### config.mk
export PLATFORM = sky130hd
export DESIGN_NAME = modular_inverse_ext_euclid
export DESIGN_NICKNAME = d
export VERILOG_FILES = /design/src/hw/rtl/mie_pkg.sv /design/src/hw/rtl/mie_dp.sv /design/src/hw/rtl/mie_ctrl.sv /design/src/hw/rtl/modular_inverse_ext_euclid.sv
export SDC_FILE = /design/constraint.sdc
export NUM_CORES = 1
export LEC_CHECK = 0
export ABC_CLOCK_PERIOD_IN_PS = 8400
export BUFFER_PORTS_ARGS = -buffer_cell sky130_fd_sc_hd__buf_2
export CAP_MARGIN = 20
export CORE_ASPECT_RATIO = 1.75
export CORE_UTILIZATION = 30
export CTS_BUF_LIST = sky130_fd_sc_hd__clkbuf_4 sky130_fd_sc_hd__clkbuf_8
export CTS_CLUSTER_SIZE = 12
export DETAILED_ROUTE_END_ITERATION = 10
export PLACE_DENSITY = 0.55
export SYNTH_ARGS = -nofsm -noshare
export SYNTH_HDL_FRONTEND = slang
export SYNTH_SLANG_ARGS = --single-unit
### constraint.sdc
create_clock -name clk -period 8.4 [get_ports clk]
set_input_delay 0.84 -clock clk [delete_from_list [all_inputs] [get_ports clk]]
set_output_delay 0.84 -clock clk [all_outputs]
set_load 0.05 [all_outputs]
### src/hw/rtl/mie_pkg.sv
// Shared types and constants for the modular inverse block.
// Used by mie_ctrl, mie_dp and modular_inverse_ext_euclid; depends on nothing.
package mie_pkg;

  localparam int unsigned MIE_VALUE_WIDTH_DEF = 32;
  localparam logic [63:0] MIE_RESET_MODULUS   = 64'd100000009;

  typedef enum logic [2:0] {
    ST_IDLE,
    ST_TEST,
    ST_DIV,
    ST_UPDATE,
    ST_FINISH
  } mie_state_t;

  // controller -> datapath
  typedef struct packed {
    logic load;      // take a new operand, seed the coefficients
    logic div_init;  // start a division of rem_hi by rem_lo
    logic div_step;  // one quotient bit
    logic update;    // rotate remainders and coefficients
    logic finish;    // fold sign and capture the result
  } mie_cmd_t;

  // datapath -> controller
  typedef struct packed {
    logic rem_lo_zero;
  } mie_sts_t;

endpackage

### src/hw/rtl/mie_dp.sv
// Datapath: modulus register, remainder and coefficient pair, bit-serial divider
// with shift-add product, and the result register. Depends on mie_pkg.
module mie_dp import mie_pkg::*; #(
  parameter int unsigned VALUE_WIDTH = MIE_VALUE_WIDTH_DEF
) (
  input  logic                   clk,
  input  logic                   rst_n,
  input  logic                   cfg_valid,
  input  logic [VALUE_WIDTH-1:0] cfg_modulus,
  input  logic [VALUE_WIDTH-1:0] in_operand,
  input  mie_cmd_t               cmd,
  output mie_sts_t               sts,
  output logic [VALUE_WIDTH-1:0] out_inverse
);

  localparam int unsigned CW = VALUE_WIDTH + 1;

  logic [VALUE_WIDTH-1:0] modulus_r;
  logic [VALUE_WIDTH-1:0] rem_hi_r, rem_lo_r;
  logic [VALUE_WIDTH-1:0] part_r, dq_r;
  logic [VALUE_WIDTH-1:0] inverse_r;
  logic [CW-1:0]          coef_cur_r, coef_next_r, prod_r;

  logic [VALUE_WIDTH:0]   shifted, diff;
  logic                   qbit;
  logic [VALUE_WIDTH-1:0] part_nxt;
  logic [CW-1:0]          prod_nxt;
  logic [CW-1:0]          coef_fixed;
  logic [VALUE_WIDTH-1:0] inverse_nxt;

  // restoring division, one quotient bit per cycle, MSB first
  always_comb begin
    shifted  = {part_r, dq_r[VALUE_WIDTH-1]};
    diff     = shifted - {1'b0, rem_lo_r};
    qbit     = (shifted >= {1'b0, rem_lo_r});
    part_nxt = qbit ? diff[VALUE_WIDTH-1:0] : shifted[VALUE_WIDTH-1:0];
    // q * coef_next built alongside the quotient bits, modulo 2^CW
    prod_nxt = {prod_r[CW-2:0], 1'b0} + (qbit ? coef_next_r : '0);
  end

  // pull a negative coefficient into range
  always_comb begin
    coef_fixed  = coef_cur_r + {1'b0, modulus_r};
    inverse_nxt = coef_cur_r[CW-1] ? coef_fixed[VALUE_WIDTH-1:0]
                                   : coef_cur_r[VALUE_WIDTH-1:0];
  end

  always_ff @(posedge clk) begin
    if (!rst_n) begin
      modulus_r <= VALUE_WIDTH'(MIE_RESET_MODULUS);
    end else if (cfg_valid) begin
      modulus_r <= cfg_modulus;
    end
  end

  always_ff @(posedge clk) begin
    if (cmd.load) begin
      rem_hi_r    <= in_operand;
      rem_lo_r    <= modulus_r;
      coef_cur_r  <= CW'(1);
      coef_next_r <= '0;
    end
    if (cmd.div_init) begin
      part_r <= '0;
      dq_r   <= rem_hi_r;
      prod_r <= '0;
    end
    if (cmd.div_step) begin
      part_r <= part_nxt;
      dq_r   <= {dq_r[VALUE_WIDTH-2:0], qbit};
      prod_r <= prod_nxt;
    end
    if (cmd.update) begin
      rem_hi_r    <= rem_lo_r;
      rem_lo_r    <= part_r;
      coef_cur_r  <= coef_next_r;
      coef_next_r <= coef_cur_r - prod_r;
    end
    if (cmd.finish) begin
      inverse_r <= inverse_nxt;
    end
  end

  assign sts.rem_lo_zero = (rem_lo_r == '0);
  assign out_inverse     = inverse_r;

  // the running remainder always stays below the divisor
  a_part_below_div: assert property (@(posedge clk) disable iff (!rst_n)
    cmd.div_step |=> part_r < rem_lo_r)
    else $error("partial remainder not below divisor");

  // a division only starts on a nonzero divisor
  a_div_nonzero: assert property (@(posedge clk) disable iff (!rst_n)
    cmd.div_init |-> !sts.rem_lo_zero)
    else $error("division started with zero divisor");

endmodule

### src/hw/rtl/mie_ctrl.sv
// Controller: sequences load, the Euclid steps and the result capture,
// and owns the input ready and output valid. Depends on mie_pkg.
module mie_ctrl import mie_pkg::*; #(
  parameter int unsigned VALUE_WIDTH = MIE_VALUE_WIDTH_DEF
) (
  input  logic     clk,
  input  logic     rst_n,
  input  logic     in_valid,
  output logic     in_ready,
  output logic     out_valid,
  input  logic     out_ready,
  input  mie_sts_t sts,
  output mie_cmd_t cmd
);

  localparam int unsigned CNT_W = $clog2(VALUE_WIDTH);

  mie_state_t       state_r, state_nxt;
  logic [CNT_W-1:0] cnt_r, cnt_nxt;
  logic             out_valid_r, out_valid_nxt;

  always_ff @(posedge clk) begin
    if (!rst_n) begin
      state_r     <= ST_IDLE;
      cnt_r       <= '0;
      out_valid_r <= 1'b0;
    end else begin
      state_r     <= state_nxt;
      cnt_r       <= cnt_nxt;
      out_valid_r <= out_valid_nxt;
    end
  end

  always_comb begin
    state_nxt     = state_r;
    cnt_nxt       = cnt_r;
    out_valid_nxt = out_valid_r && !out_ready;
    cmd           = '0;
    in_ready      = 1'b0;
    case (state_r)
      ST_IDLE: begin
        in_ready = 1'b1;
        if (in_valid) begin
          cmd.load  = 1'b1;
          state_nxt = ST_TEST;
        end
      end
      ST_TEST: begin
        if (sts.rem_lo_zero) begin
          state_nxt = ST_FINISH;
        end else begin
          cmd.div_init = 1'b1;
          cnt_nxt      = '0;
          state_nxt    = ST_DIV;
        end
      end
      ST_DIV: begin
        cmd.div_step = 1'b1;
        cnt_nxt      = cnt_r + 1'b1;
        if (cnt_r == CNT_W'(VALUE_WIDTH - 1)) begin
          state_nxt = ST_UPDATE;
        end
      end
      ST_UPDATE: begin
        cmd.update = 1'b1;
        state_nxt  = ST_TEST;
      end
      ST_FINISH: begin
        // hold until the output slot is free
        if (!out_valid_r || out_ready) begin
          cmd.finish    = 1'b1;
          out_valid_nxt = 1'b1;
          state_nxt     = ST_IDLE;
        end
      end
      default: begin
        state_nxt = ST_IDLE;
      end
    endcase
  end

  assign out_valid = out_valid_r;

  a_accept_to_test: assert property (@(posedge clk) disable iff (!rst_n)
    in_valid && in_ready |=> state_r == ST_TEST)
    else $error("accepted beat did not start a step");

  a_div_starts_clean: assert property (@(posedge clk) disable iff (!rst_n)
    cmd.div_init |=> state_r == ST_DIV && cnt_r == '0)
    else $error("division entered with stale bit count");

  a_no_overwrite: assert property (@(posedge clk) disable iff (!rst_n)
    cmd.finish |-> !out_valid_r || out_ready)
    else $error("result register overwritten before taken");

endmodule

### src/hw/rtl/modular_inverse_ext_euclid.sv
// Top level of the modular inverse block (extended Euclid, bit-serial divide).
// Instantiates mie_ctrl and mie_dp; depends on mie_pkg.
//
//   channel  direction  handshake              payload
//   cfg      in         cfg_valid / cfg_ready   cfg_modulus
//   in       in         in_valid  / in_ready    in_operand
//   out      out        out_valid / out_ready   out_inverse
//
// From accept to result an item runs the Euclid steps; each step tests the
// divisor, divides with the restoring divider (one quotient bit per cycle)
// and rotates the remainders and coefficients. A zero divisor leads to finish.
// One item is worked at a time; the next is accepted once the result sits in
// the output register. A stalled output holds the result and, once the next
// item is done, holds the controller. Synchronous active-low reset; the
// modulus resets to 100000009 and may be written at any idle time.
module modular_inverse_ext_euclid import mie_pkg::*; #(
  parameter int unsigned VALUE_WIDTH = MIE_VALUE_WIDTH_DEF
) (
  input  logic                   clk,
  input  logic                   rst_n,
  input  logic                   cfg_valid,
  output logic                   cfg_ready,
  input  logic [VALUE_WIDTH-1:0] cfg_modulus,
  input  logic                   in_valid,
  output logic                   in_ready,
  input  logic [VALUE_WIDTH-1:0] in_operand,
  output logic                   out_valid,
  input  logic                   out_ready,
  output logic [VALUE_WIDTH-1:0] out_inverse
);

  mie_cmd_t cmd;
  mie_sts_t sts;

  assign cfg_ready = 1'b1;

  mie_ctrl #(
    .VALUE_WIDTH (VALUE_WIDTH)
  ) u_ctrl (
    .clk       (clk),
    .rst_n     (rst_n),
    .in_valid  (in_valid),
    .in_ready  (in_ready),
    .out_valid (out_valid),
    .out_ready (out_ready),
    .sts       (sts),
    .cmd       (cmd)
  );

  mie_dp #(
    .VALUE_WIDTH (VALUE_WIDTH)
  ) u_dp (
    .clk         (clk),
    .rst_n       (rst_n),
    .cfg_valid   (cfg_valid),
    .cfg_modulus (cfg_modulus),
    .in_operand  (in_operand),
    .cmd         (cmd),
    .sts         (sts),
    .out_inverse (out_inverse)
  );

endmodule
== Word level (Yosys, flattened, before mapping) ==
Cells that the tools add are included.
Cells by class
  add/sub/neg operators: 5
  order comparisons: 1
  eq/ne operators: 9
  mux-type cells: 35
  reductions and logical operators: 11
Operators with widths (number)
  two-way mux 32 bit: 10
  two-way mux 33 bit: 7
  adder 33 bit: 1
  >= comparator 33 x 32 -> 1 bit: 1
  subtractor 33 bit: 1
  adder 32 bit: 1
  logical NOT 32 bit: 1
  subtractor 32 bit: 1
  case mux 3 bit (5 select lines): 1
  two-way mux 3 bit: 4
  two-way mux 1 bit: 11
  case mux 5 bit (2 select lines): 1
  == test 3 x 2 -> 1 bit, second input constant: 2
  nonzero test 2 bit: 3
  adder 5 x 1 -> 5 bit, second input constant: 1
  == test 5 bit, second input constant: 1
  two-way mux 5 bit: 1
  != test 2 x 1 -> 1 bit, second input constant: 2
  != test 2 bit, second input constant: 2
  == test 3 x 1 -> 1 bit, second input constant: 1
  == test 3 bit, second input constant: 1
  logical NOT 3 bit: 1
  AND reduction 3 bit: 1
  logical NOT 1 bit: 2
  other kinds (3): 3
Word-level totals
  bits in registers: 300
  input port bits: 69
  output and inout bits: 35
  logic and storage cells: 73

== Logic depth before layout (Yosys ltp) ==
  word-level depth: 5
  gate-level depth with buffers: 22
  mapped depth without buffers: 21

== Modules after synthesis ==
From an unflattened synthesis, not the netlist that was laid out.
Unflattened totals
  cells, all modules: 1771
  area, all modules: 18764.2 um^2
Modules (own cells, without submodules)
  mie_dp: times used 1, cells an instance 1711, area each 18280.0 um^2, sequential area each 8418.1 um^2
  mie_ctrl: times used 1, cells an instance 58, area each 473.0 um^2, sequential area each 180.2 um^2
  modular_inverse_ext_euclid: times used 1, cells an instance 2, area each 11.3 um^2, sequential area each 0.0 um^2

== Least setup slack after synthesis ==
OpenSTA, ideal clock, no wires.
  path kind: input to register
  start: input port in_valid
  end: register u_dp.coef_cur_r[0], enable pin
  setup time: 662 ps
  arrival time: 7188 ps
  data required time: 7738 ps
  path slack: 550 ps
  stages on the path: 2
  path buffers: 0
  cells stage by stage: nand2_1 a21oi_1
On the way
  longest elaborated chain between the ends: 3
Ends and longest elaborated chain
  start, declared: line modular_inverse_ext_euclid.sv:24  | input logic in_valid,
  two-way mux 1 bit: line mie_ctrl.sv:43  | if (in_valid) begin
  two-way mux 1 bit: line mie_ctrl.sv:40  | case (state_r)
  nonzero test 2 bit (no source line)
  end signal, assigned: line mie_dp.sv:76  | coef_cur_r <= coef_next_r;
  end, declared: line mie_dp.sv:22  | logic [CW-1:0] coef_cur_r, coef_next_r, prod_r;
Every way passes these cells.
A chain may end at the register's enable or synchronous reset.

== Worst setup path after layout ==
  start: register u_dp.part_r[26]
  end: register u_dp.prod_r[29] (data pin)
On the way
  longest elaborated chain between the ends: 4
Ends and longest elaborated chain
  start, declared: line mie_dp.sv:20  | logic [VALUE_WIDTH-1:0] part_r, dq_r;
  start signal, assigned: line mie_dp.sv:69  | part_r <= part_nxt;
  >= comparator 33 x 32 -> 1 bit: line mie_dp.sv:35  | qbit = (shifted >= {1'b0, rem_lo_r});
  two-way mux 33 bit: line mie_dp.sv:38  | prod_nxt = {prod_r[CW-2:0], 1'b0} + (qbit ? coef_next_r : '0);
  adder 33 bit: line mie_dp.sv:38
  two-way mux 33 bit: line mie_dp.sv:68  | if (cmd.div_step) begin
  end signal, assigned: line mie_dp.sv:71  | prod_r <= prod_nxt;
  end, declared: line mie_dp.sv:22
Every way passes these cells.

==> reports/qor.txt <==
DIE HEIGHT = 333 um
cts bufs inserted = 48
Final Hold Viols = 0
Mean Syn Cell Area = 9.57 um2
R2R Path Start = u_dp.part_r[26]
largest family of logic cells by synthesized area = simple AND/OR/NAND/NOR gates
dominant synthesized flop cell = edfxtp_1
maximum VDD drop = 0.0940 mV
Initial Util = 0.305
Layout area overhead = 12.6%
CTS Hold Bufs = 0
Commonest cells post-synth = 350 x nand2_1, 259 x edfxtp_1, 129 x a21oi_1, 128 x ha_1, 117 x nor2_1
maxcap violations = 0
CP Depth = 19
largest net degree at the start of global routing = 81
fillers = 6240
arrival time worst endpoint = 7.13 ns
Power Dens Cells = 211 nW/um2
area share of and/or/nand/nor cells after synthesis = 0.182
CTS tree = yes
Worst-path clk slew = 0.07 ns
final setup margin = 1.60 ns
vias in the first global route = 15500
Tcrit/Tclk final = 0.809
port bufs = 102
post-CTS sizing = 0
YS warnings = 0
CP Capture Type = flip-flop
Setup TNS = 0 ns
R2R depth = 19
WHS Endpoint = u_dp.modulus_r[21]
reg2reg end = u_dp.prod_r[29]
wire per inst = 19.5 um
initial antenna violation count = 1
Flop pwr share = 0.415
Post-Synth XOR/XNOR Area = 0.0432
Netlist cell types = 76
WP buf/inv = 0
Hold Crit Depth = 3
Yosys top cell area share = 0.415
Clk pwr share = 0.304
mux cell area share after synthesis = 0.0330
Detailed Routing Iterations Pass 1 = 5
net count after synthesis = 2159
HP Class = primary input to flip-flop
slowest stage delay, CP = 0.79 ns
Synth area leaders = edfxtp_1 41%, ha_1 8.5%, nand2_1 7.0%
f_max = 147 MHz
hold path start = cfg_modulus[21]
CTS Root Cell = clkbuf_8
Worst-Margin Slew = 1.13 ns
GRT overflow = 0
Core Util, Final = 0.344
P_sw = 1.48 mW
Cell Rows = 120
Detail Placement HPWL = 41400 um
R2R setup slack = 1.60 ns
RSZ-0062 raised after global routing = false
antenna-violating nets left = 0
Final Cell Area = 21100 um2
Largest delay share family, worst path = compound AO/OA/AOI/OAI gates
crit path max fanout = 33
pre-CTS worst setup slack = 1.80 ns
final critical-path required period = 6.80 ns
area leader, netlist = edfxtp_1
Tot GR Track Use = 0.178
sw frac = 0.331
sequential fraction of the synthesis area = 0.459
Worst setup SP type = flip-flop
CTS H-tree lvls = 2
crit-path cells = ha_1 > and3_1 > nand2_1 > nor4_1 > nand3_1 > and3_1 > a21oi_4 > and2_1 > ha_1 > fa_1 > a21o_1 > a21oi_1 > o21ai_1 > nand3_1 > a2111oi_1 > o221ai_1 > o41ai_1 > xnor2_1 > nor2_1
area post-placement = 20100 um2
slowest CP cell = a2111oi_1
GPL Wtd Cong = 0.921
worst-skew pair later-pin latency = 0.64 ns
Worst EP required = 8.74 ns
die footprint = 63500 um2
# setup viols final = 0
core footprint = 61400 um2
Int Pwr = 2.98 mW
number of synthesized flops with an enable pin = 259
Adder-Cell Fraction of Synth Area = 0.0897
most common cell in the synthesized netlist = nand2_1
Clock Sinks = 300
Detailed Route Iter0 Violations = 720
Vias/cell = 5.14
Mapped Cells = 1958
Async SR Flop Fraction = 0
total power = 4.46 mW
clk_skew = 0.0400 ns
total number of vias = 14800
Setup CP Type = flip-flop to flip-flop
leakage power = 8.81 nW
combinational power share = 0.281
setup bufs post-CTS = 0
Residual DRC = 0
Slew HR = 0.225
Clock Path Buffers = 3
FF+latch count, synth = 300
number of max-slew violations in the final report = 0
nets = 2246
compound-cell area share of the yosys netlist = 0.157
synthesized cell area = 18700 um2
Die Span X = 191 um
final wirelength = 56200 um
I/O Pins = 104
first-pass GRT wire length = 87200 um
layout cells sized above 1 = 0.116
status = finished clean
==> power by group through the flow <==
stage,sequential (mW),combinational (mW),clock [mW]
floorplan,1.87,0.926,0
global placement,1.88,1.23,0
detailed placement,1.88,1.25,0
CTS,1.85,1.25,1.41
global route,1.86,1.39,1.45
finish,1.85,1.25,1.35
==> per-layer routing <==
metal  global-route usage  part of all wire
met5                    0                 0
met4               0.0955             0.050
met3               0.0216             0.035
met2                0.335              0.53
met1                0.189              0.38
==> through the flow <==
stage,cells,hold slack (ns)
6_report,2878,0.431
4_1_cts,2877,0.386
2_1_floorplan,1958,0.423
5_1_grt,2878,0.414
3_3_place_gp,2787,0.446
3_5_place_dp,2788,0.460
==> registers in the layout (all words and copies together), names as in the netlist <==
signal	count
u_dp.coef_cur_r	33
u_dp.coef_next_r	33
u_dp.prod_r	33
u_dp.dq_r	32
u_dp.modulus_r	32
u_dp.out_inverse	32
u_dp.part_r	32
u_dp.rem_hi_r	32
u_dp.rem_lo_r	32
u_ctrl.cnt_r	5
u_ctrl.state_r	3
u_ctrl.out_valid	1
==> worst max path at each step <==
stage / start / endpoint
final: u_dp.part_r[26] / u_dp.prod_r[29]
after global routing: u_dp.part_r[26] / u_dp.prod_r[29]
after CTS: u_dp.part_r[26] / u_dp.prod_r[29]
after detailed placement: u_dp.part_r[26] / u_dp.prod_r[29]
after global placement: u_dp.part_r[26] / u_dp.prod_r[29]
after floorplan: in_valid / u_dp.coef_cur_r[0]
==> kinds of logic after synthesis <==
family	count (synthesis)
multiplexers	59
flip-flops	300
AO/OA/AOI/OAI	458
other	1
buffers and inverters	175
XOR/XNOR	91
adder cells (fa/ha/maj)	132
AND/OR/NAND/NOR	742
==> tightest hold or removal path: cells and delay by family <==
family | cells | cell delay, ns
simple gates | 1 | 0.06
mux | 1 | 0.06
buf+inv | 1 | 0.07
==> final cells by class <==
type                    instances  area [um2]  share of cell area
diodes                          1        2.50            0.000119
clock buffers                  72         878              0.0416
clock inverters                17         126             0.00599
inverters                      99         372              0.0176
multi-input cells            1483        9530               0.451
flip-flops and latches        300        8600               0.407
well taps                     793         992              0.0470
repair buffers                113         613              0.0290
==> cells in the final DEF, fill, tap and decap left out, drive strengths merged, types with 34 or more instances in the layout <==
cell    Yosys  final
clkbuf     59     72
buf        17    113
nor3       34     34
edfxtp    259    259
mux2i      37     37
ha        128    128
nand3      42     42
o21ai     110    110
and2       70     70
nor2      117    117
xnor2      60     60
inv        98     99
nand2     350    350
a21o       65     65
a21oi     130    130
dfxtp      41     41
Power figures use the tool's default switching activity.
